## config.mk

```make
export PLATFORM = sky130hd
export DESIGN_NAME = bf16_three_input_adder
export DESIGN_NICKNAME = d
export VERILOG_FILES = /design/src/sv/bta_pkg.sv /design/src/sv/bf16_three_input_adder.sv /design/src/sv/bta_f32_add.sv /design/src/sv/bta_narrow.sv
export SDC_FILE = /design/constraint.sdc
export NUM_CORES = 1
export LEC_CHECK = 0
export BUFFER_PORTS_ARGS = -buffer_cell sky130_fd_sc_hd__buf_2
export CORE_MARGIN = 8
export CORE_UTILIZATION = 52
export DETAILED_ROUTE_END_ITERATION = 8
export GPL_TIMING_DRIVEN = 0
export PLACE_DENSITY_LB_ADDON = 0.08
export SLEW_MARGIN = 20
export SYNTH_ARGS = -nofsm -noshare
export SYNTH_HDL_FRONTEND = slang
export SYNTH_HIERARCHICAL = 1
export SYNTH_SLANG_ARGS = --single-unit
```

## constraint.sdc

```tcl
create_clock -name clk_i -period 8.1 [get_ports clk_i]
set_clock_uncertainty 0.15 [all_clocks]
set_input_delay 0.81 -clock clk_i [delete_from_list [all_inputs] [get_ports clk_i]]
set_output_delay 0.81 -clock clk_i [all_outputs]
set_load 0.03 [all_outputs]
```

## src/sv/bta_pkg.sv

```systemverilog
// shared constants for the three-input bfloat16 adder
package bta_pkg;

  localparam int unsigned BF_W     = 16;
  localparam int unsigned F32_W    = 32;
  localparam int unsigned BF_SHIFT = 16;
  localparam int unsigned ADD_LAT  = 3;
  localparam int unsigned TOT_LAT  = 2 * ADD_LAT + 1;

  localparam logic [F32_W-1:0] F32_DEF_NAN = 32'hFFC0_0000;
  localparam logic [F32_W-1:0] F32_QBIT    = 32'h0040_0000;
  localparam logic [BF_W-1:0]  BF_QBIT     = 16'h0040;
  localparam logic [BF_W-1:0]  BF_HALF     = 16'h7FFF;

endpackage

```

## src/sv/bf16_three_input_adder.sv

```systemverilog
// top level: (a + b) + c on bfloat16 operands through an fp32 pipeline
//
// Usage:
//   A request is taken at each rising edge with start_i high and busy_o low.
//   busy_o is held low: the pipeline takes a new request every cycle.
//   The result appears on sum_value_o and last_out_o for exactly one cycle,
//   flagged by done_o, once the request has passed through the pipeline:
//   two three-stage fp32 adders in series (a + b, then + c) and one
//   narrowing stage back to bfloat16.
//   Throughput is one request per cycle; every stage carries its own valid
//   bit, so requests flow through without gaps.
//   Operand c travels beside the first adder in a delay line, and the last flag beside the whole pipeline.
//   The receiver cannot stall; results are never held back.
//   Reset (rst_ni low, asynchronous) clears all valid bits, so requests in
//   flight are dropped and no done_o is raised until a new request arrives.
module bf16_three_input_adder (
  input  logic                     clk_i,
  input  logic                     rst_ni,
  input  logic                     start_i,
  output logic                     busy_o,
  input  logic [bta_pkg::BF_W-1:0] a_value_i,
  input  logic [bta_pkg::BF_W-1:0] b_value_i,
  input  logic [bta_pkg::BF_W-1:0] c_value_i,
  input  logic                     last_in_i,
  output logic                     done_o,
  output logic [bta_pkg::BF_W-1:0] sum_value_o,
  output logic                     last_out_o
);
  import bta_pkg::*;

  logic accept;
  assign busy_o = 1'b0;
  assign accept = start_i & ~busy_o;

  // first sum a + b
  logic             ab_vld;
  logic [F32_W-1:0] ab_res;

  bta_f32_add u_add_ab (
    .clk_i  (clk_i),
    .rst_ni (rst_ni),
    .vld_i  (accept),
    .x_i    ({a_value_i, 16'd0}),
    .y_i    ({b_value_i, 16'd0}),
    .vld_o  (ab_vld),
    .res_o  (ab_res)
  );

  // delay lines for c and the last flag
  logic [BF_W-1:0] c_q [ADD_LAT];
  logic            last_q [TOT_LAT];

  always_ff @(posedge clk_i) begin
    c_q[0]    <= c_value_i;
    last_q[0] <= last_in_i;
    for (int i = 1; i < ADD_LAT; i++) begin
      c_q[i] <= c_q[i-1];
    end
    for (int i = 1; i < TOT_LAT; i++) begin
      last_q[i] <= last_q[i-1];
    end
  end

  // second sum (a + b) + c
  logic             abc_vld;
  logic [F32_W-1:0] abc_res;

  bta_f32_add u_add_c (
    .clk_i  (clk_i),
    .rst_ni (rst_ni),
    .vld_i  (ab_vld),
    .x_i    (ab_res),
    .y_i    ({c_q[ADD_LAT-1], 16'd0}),
    .vld_o  (abc_vld),
    .res_o  (abc_res)
  );

  // narrow back to bfloat16
  bta_narrow u_narrow (
    .clk_i  (clk_i),
    .rst_ni (rst_ni),
    .vld_i  (abc_vld),
    .v_i    (abc_res),
    .vld_o  (done_o),
    .bf_o   (sum_value_o)
  );

  assign last_out_o = last_q[TOT_LAT-1];

endmodule

```

## src/sv/bta_f32_add.sv

```systemverilog
// three-stage pipelined fp32 adder, round to nearest even, denormals kept
module bta_f32_add (
  input  logic                      clk_i,
  input  logic                      rst_ni,
  input  logic                      vld_i,
  input  logic [bta_pkg::F32_W-1:0] x_i,
  input  logic [bta_pkg::F32_W-1:0] y_i,
  output logic                      vld_o,
  output logic [bta_pkg::F32_W-1:0] res_o
);
  import bta_pkg::*;

  function automatic logic [4:0] lzc27(input logic [26:0] m);
    logic [4:0] n;
    n = 5'd0;
    for (int i = 0; i < 27; i++) begin
      if (m[i]) n = 5'(26 - i);
    end
    return n;
  endfunction

  // stage 1: special operands, operand swap and alignment
  logic              x_nan, y_nan, x_inf, y_inf, swap;
  logic [31:0]       big, sml;
  logic [7:0]        eb, es, dexp;
  logic [26:0]       mb, ms, ms_sh, ms_mask;
  logic              spec_d;
  logic [31:0]       spec_val_d;
  logic [26:0]       ms_al_d;

  assign x_nan = (x_i[30:23] == 8'hFF) && (x_i[22:0] != '0);
  assign y_nan = (y_i[30:23] == 8'hFF) && (y_i[22:0] != '0);
  assign x_inf = (x_i[30:0] == 31'h7F80_0000);
  assign y_inf = (y_i[30:0] == 31'h7F80_0000);
  assign swap  = (x_i[30:0] < y_i[30:0]);
  assign big   = swap ? y_i : x_i;
  assign sml   = swap ? x_i : y_i;
  assign eb    = (big[30:23] == '0) ? 8'd1 : big[30:23];
  assign es    = (sml[30:23] == '0) ? 8'd1 : sml[30:23];
  assign mb    = {big[30:23] != '0, big[22:0], 3'b000};
  assign ms    = {sml[30:23] != '0, sml[22:0], 3'b000};
  assign dexp  = eb - es;
  assign ms_sh   = ms >> dexp[4:0];
  assign ms_mask = ~(27'h7FF_FFFF << dexp[4:0]);

  always_comb begin
    spec_d     = 1'b1;
    spec_val_d = '0;
    if (x_nan) begin
      spec_val_d = x_i | F32_QBIT;
    end else if (y_nan) begin
      spec_val_d = y_i | F32_QBIT;
    end else if (x_inf) begin
      spec_val_d = (y_inf && (x_i[31] != y_i[31])) ? F32_DEF_NAN : x_i;
    end else if (y_inf) begin
      spec_val_d = y_i;
    end else begin
      spec_d = 1'b0;
    end
  end

  always_comb begin
    if (dexp >= 8'd27) begin
      ms_al_d = {26'd0, ms != '0};
    end else begin
      ms_al_d = ms_sh | {26'd0, (ms & ms_mask) != '0};
    end
  end

  logic        s1_vld_q;
  logic        s1_spec_q, s1_sign_q, s1_sub_q;
  logic [31:0] s1_spec_val_q;
  logic [7:0]  s1_e_q;
  logic [26:0] s1_mb_q, s1_ms_q;

  always_ff @(posedge clk_i or negedge rst_ni) begin
    if (!rst_ni) begin
      s1_vld_q <= 1'b0;
    end else begin
      s1_vld_q <= vld_i;
    end
  end

  always_ff @(posedge clk_i) begin
    s1_spec_q     <= spec_d;
    s1_spec_val_q <= spec_val_d;
    s1_sign_q     <= big[31];
    s1_sub_q      <= x_i[31] ^ y_i[31];
    s1_e_q        <= eb;
    s1_mb_q       <= mb;
    s1_ms_q       <= ms_al_d;
  end

  // stage 2: add or subtract, leading-zero count
  logic [27:0] sum28;
  logic [26:0] diff, mant_d;
  logic [8:0]  e2_d;
  logic [4:0]  lz_d;
  logic        zero_d;

  assign sum28 = {1'b0, s1_mb_q} + {1'b0, s1_ms_q};
  assign diff  = s1_mb_q - s1_ms_q;

  always_comb begin
    mant_d = sum28[26:0];
    e2_d   = {1'b0, s1_e_q};
    lz_d   = '0;
    zero_d = 1'b0;
    if (s1_sub_q) begin
      mant_d = diff;
      zero_d = (diff == '0);
      lz_d   = lzc27(diff);
    end else if (sum28[27]) begin
      mant_d = sum28[27:1] | {26'd0, sum28[0]};
      e2_d   = {1'b0, s1_e_q} + 9'd1;
    end
  end

  logic        s2_vld_q;
  logic        s2_spec_q, s2_sign_q, s2_zero_q;
  logic [31:0] s2_spec_val_q;
  logic [26:0] s2_mant_q;
  logic [8:0]  s2_e_q;
  logic [4:0]  s2_lz_q;

  always_ff @(posedge clk_i or negedge rst_ni) begin
    if (!rst_ni) begin
      s2_vld_q <= 1'b0;
    end else begin
      s2_vld_q <= s1_vld_q;
    end
  end

  always_ff @(posedge clk_i) begin
    s2_spec_q     <= s1_spec_q;
    s2_spec_val_q <= s1_spec_val_q;
    s2_sign_q     <= s1_sign_q;
    s2_zero_q     <= zero_d;
    s2_mant_q     <= mant_d;
    s2_e_q        <= e2_d;
    s2_lz_q       <= lz_d;
  end

  // stage 3: normalise, round and pack
  logic [8:0]  emax, en, er;
  logic [4:0]  sh;
  logic [26:0] mn;
  logic        inc;
  logic [24:0] mr;
  logic [23:0] mf;
  logic [31:0] res_d;

  assign emax = s2_e_q - 9'd1;
  assign sh   = ({4'd0, s2_lz_q} > emax) ? emax[4:0] : s2_lz_q;
  assign mn   = s2_mant_q << sh;
  assign en   = s2_e_q - {4'd0, sh};
  assign inc  = mn[2] & (mn[1] | mn[0] | mn[3]);
  assign mr   = {1'b0, mn[26:3]} + {24'd0, inc};
  assign mf   = mr[24] ? mr[24:1] : mr[23:0];
  assign er   = mr[24] ? en + 9'd1 : en;

  always_comb begin
    if (s2_spec_q) begin
      res_d = s2_spec_val_q;
    end else if (s2_zero_q) begin
      res_d = '0;
    end else if (er >= 9'd255) begin
      res_d = {s2_sign_q, 8'hFF, 23'd0};
    end else begin
      res_d = {s2_sign_q, mf[23] ? er[7:0] : 8'd0, mf[22:0]};
    end
  end

  logic        s3_vld_q;
  logic [31:0] s3_res_q;

  always_ff @(posedge clk_i or negedge rst_ni) begin
    if (!rst_ni) begin
      s3_vld_q <= 1'b0;
    end else begin
      s3_vld_q <= s2_vld_q;
    end
  end

  always_ff @(posedge clk_i) begin
    s3_res_q <= res_d;
  end

  assign vld_o = s3_vld_q;
  assign res_o = s3_res_q;

  // checks
  a_lat: assert property (@(posedge clk_i) disable iff (!rst_ni)
    vld_i |-> ##3 vld_o) else $error("adder valid lost");
  a_nan: assert property (@(posedge clk_i) disable iff (!rst_ni)
    (vld_i && (x_nan || y_nan)) |-> ##3 (res_o[30:23] == 8'hFF && res_o[22]))
    else $error("nan not propagated");
  a_inf: assert property (@(posedge clk_i) disable iff (!rst_ni)
    (vld_i && x_inf && y_inf && (x_i[31] != y_i[31])) |-> ##3 (res_o == F32_DEF_NAN))
    else $error("inf minus inf not default nan");

endmodule

```

## src/sv/bta_narrow.sv

```systemverilog
// fp32 to bfloat16 narrowing stage, nearest even, denormals flushed
module bta_narrow (
  input  logic                      clk_i,
  input  logic                      rst_ni,
  input  logic                      vld_i,
  input  logic [bta_pkg::F32_W-1:0] v_i,
  output logic                      vld_o,
  output logic [bta_pkg::BF_W-1:0]  bf_o
);
  import bta_pkg::*;

  logic              is_nan;
  logic [F32_W-1:0]  rnd;
  logic [BF_W-1:0]   bf_d;

  assign is_nan = (v_i[30:23] == 8'hFF) && (v_i[22:0] != '0);
  assign rnd    = v_i + {16'd0, BF_HALF} + {31'd0, v_i[BF_SHIFT]};

  // pick quieted nan, signed zero or rounded value
  always_comb begin
    if (is_nan) begin
      bf_d = v_i[F32_W-1:BF_SHIFT] | BF_QBIT;
    end else if (v_i[30:23] == '0) begin
      bf_d = {v_i[31], 15'd0};
    end else begin
      bf_d = rnd[F32_W-1:BF_SHIFT];
    end
  end

  logic            vld_q;
  logic [BF_W-1:0] bf_q;

  always_ff @(posedge clk_i or negedge rst_ni) begin
    if (!rst_ni) begin
      vld_q <= 1'b0;
    end else begin
      vld_q <= vld_i;
    end
  end

  always_ff @(posedge clk_i) begin
    bf_q <= bf_d;
  end

  assign vld_o = vld_q;
  assign bf_o  = bf_q;

endmodule
```

==> results.cfg <==
[yosys]
synth_enable_flop_cells = 0
async_flop_share = 0.01452
yosys-top-cells-count = nand2_1, dfxtp_1, nor2_1, a21oi_1, ha_1
ys_seq_area_frac = 0.2921
yosysUniqueCellTypes = 126
synth_top_area_frac = 0.2868
ys.flop_type = dfxtp_1
syn-cell-area_um2 = 33160
synth_top_area_cell = dfxtp_1
syn_avg_cell_area_um2 = 8.176
synth.most_common_cell = nand2_1
ys_ff_latch = 482
synth_cells = 4055
yosys_warnings = 6
ys_top_cells_by_area = dfxtp_1, ha_1, mux2i_1, nand2_1, a21oi_1

[grt]
grt_max_degree = 20
antenna_found_initial = 0
grt_pass1_vias = 30230
grt_pass1_wl_mm = 168.9
overflow = 0
track_usage = 0.2938

[detailed_routing]
firstDrtPassIters = 9
drt_iter0_drc = 2870
num_vias = 31470
vias_per_cell = 5.905
ant_nets = 0
drc = 0
totalWireLength_mm = 109.8
wl_per_cell_um = 20.60

[flow_run]
maxCapViolCount = 0

[die]
die_y_um = 268.5
ios = 71
initial_core_util = 0.5256
fp.dieArea_um2 = 72100
die_w_um = 268.5
row_count = 92
core_area_um2 = 63080

[min_path]
min_path_type = input port to register
hold_path_startpoint = c_value_i[7]
worstHoldEndpoint = c_q[0][7]
hold_depth = 1

[setup_path]
worstSetupEndpointType = register
cpLargestDelayFamily = compound AO/OA/AOI/OAI gates
cpPeakStageDelay_ns = 0.94
crit_type = register to register
crit_slowest_cell = a311oi_1
r2r_end = u_add_c/res_o[26]
required_ns = 8.44
arrival_ns = 8.16
reg2reg_slack_ns = 0.28
crit_buf_inv = 8
worst-path-max-fanout = 18
start_kind = register
r2r_cells = 26
r2r-start = u_add_c/s2_e_q[0]

[power_and_ir_drop]
powerDensity_nw_per_um2 = 462.0
p_total_mw = 17.32
peakVddDrop_mv = 0.2617
p_leak_nw = 15.85

[clocking]
cts_tree = built
cts.sinks = 482
htree_levels = 2
clock_path_buffers = 3
clkTransAtPathRegs_ns = 0.06
clkLatencyLatePin_ns = 0.61
numCtsBuffers = 51
root_buffer = clkbuf_16

[sta]
setup_violations = 0
finalHoldViolCount = 0
tightest_slew_ns = 1.157
fmax_mhz = 127.9
period_needed_ns = 7.818
setup_slack_ns = 0.2823
period_share = 0.9652
grt_setup_unrepaired = no
relSlewSlack = 0.2232
timing.hold.ws_ns = 0.1520
drv_slew = 0

[layout]
final_util = 0.5945
synthToLayoutAreaGrowth_pct = 13.11
layout.nets = 4703
layout-drive-gt1-share = 0.09482

[place]
gp_congestion = 0.9915
io_buffers = 69
dp_slack_ns = -1.237
hpwl_mm = 87.76

[outcome]
status = completed
how the worst max path moves through the flow:
stage               slack (ns)  cells past startpoint                   to              start
floorplan                 0.32                     31  u_add_ab/s1_ms_q[0]       b_value_i[0]
global placement         -2.38                     34  u_add_ab/s1_ms_q[0]       b_value_i[0]
detailed placement       -1.24                     34  u_add_ab/s1_ms_q[0]       b_value_i[0]
CTS                       0.02                     34  u_add_ab/s1_ms_q[0]       b_value_i[0]
global route              0.04                     34  u_add_ab/s1_ms_q[0]       b_value_i[0]
finish                    0.28                     26    u_add_c/res_o[26]  u_add_c/s2_e_q[0]
routing by layer:
| layer | track usage | up-vias | part of all wire |
|---|---|---|---|
| met1 | 0.3232 | 14710 | 0.38 |
| li1 | - | 15220 | - |
| met3 | 0.03018 | 400 | 0.045 |
| met2 | 0.5328 | 1142 | 0.50 |
| met4 | 0.1956 | 0 | 0.076 |
| met5 | 0 | - | 0 |
placed cells by master, fill, tap and decap left out, drive strengths merged, types with 79 or more instances in the layout:
cell | netlist | layout
nand2 | 501 | 501
dfxtp | 475 | 475
nor2 | 316 | 316
conb | 1 | 264
a21oi | 248 | 248
clkbuf | 151 | 219
o21ai | 216 | 216
inv | 207 | 214
ha | 204 | 204
mux2i | 190 | 190
buf | 65 | 134
xnor2 | 120 | 120
nand3 | 113 | 113
nor3 | 103 | 103
a211oi | 91 | 91
xor2 | 79 | 79
worst reg2reg max path, stage by stage (launching register included):
cell and delay, ns:
dfxtp_1 0.30, buf_4 0.16, inv_1 0.13, clkbuf_4 0.31, ha_1 0.35, xor2_2 0.34, inv_4 0.18, ha_1 0.34
and3_1 0.15, a31oi_1 0.22, and3_1 0.19, buf_4 0.20, buf_2 0.29, clkbuf_1 0.43, a21oi_1 0.12, a311oi_1 0.94
o21ai_1 0.36, a32o_1 0.35, a31o_2 0.24, nor2_1 0.44, nand2b_1 0.27, or4_4 0.19, nor3_4 0.06, xor2_4 0.35
o21ai_2 0.18, buf_6 0.19, o31a_1 0.28
logic make-up (layout without fill, tap and decap cells):
family	Yosys count	in the layout	synth area share
other cells	1	265	0.0001131
simple gates	1365	1365	0.1968
buf+inv	429	593	0.05298
compound gates	1083	1083	0.2246
fa+ha+maj	213	213	0.08151
mux	283	283	0.09846
xor+xnor	199	199	0.05336
flops	482	482	0.2921
area by class of cell:
| cell class | count | area, um^2 |
|---|---|---|
| fill | 6031 | 25580 |
| antenna | 1 | 2.502 |
| sequential | 482 | 9686 |
| tap | 846 | 1059 |
| clock inverter | 26 | 327.8 |
| clock buffer | 68 | 1431 |
| multi-input combinational | 3407 | 22840 |
| timing repair buffer | 73 | 375.4 |
| inverter | 213 | 809.5 |
| buffer | 213 | 969.7 |
flip-flops by register name, summed over array words and instances, names as in the netlist, 7 cells and up:
register                count
u_add_ab/s2_mant_q         27
u_add_ab/s1_ms_q           27
u_add_c/s2_e_q              9
u_add_ab/s2_e_q             9
last_q                      7
u_add_c/s1_mb_q            24
u_add_ab/s2_spec_val_q     32
u_add_c/s2_spec_val_q      32
u_add_ab/res_o             32
u_add_c/res_o              32
u_add_c/s1_spec_val_q      32
u_add_ab/s1_mb_q           24
u_add_c/s1_e_q              8
c_q                        48
u_add_c/s2_mant_q          27
u_add_ab/s1_e_q             8
u_add_c/s1_ms_q            27
u_add_ab/s1_spec_val_q     32
u_narrow/bf_o              16
metrics by stage:
stage          cells  cell area (um^2)  setup TNS [ns]
2_1_floorplan   4318             34140               0
5_1_grt         5328             37500               0
6_report        5329             37500               0
3_5_place_dp    5234             35560          -78.71
4_1_cts         5329             37400               0
3_3_place_gp    5233             35550         -110.10
repair_timing:
item,in CTS,in global routing
pin swaps,2,0
endpoints found under the setup margin,109,99
buffers inserted,2,0
resized for setup,23,38
endpoints found under the hold margin,7,0
hold buffers,1,0
where the power goes:
group          total (mW)  switching [mW]  internal (mW)
sequential           3.61           0.660           2.95
combinational        11.4            7.34           4.02
clock                2.36           0.969           1.39
No activity file was read; power rests on OpenSTA's default activity.
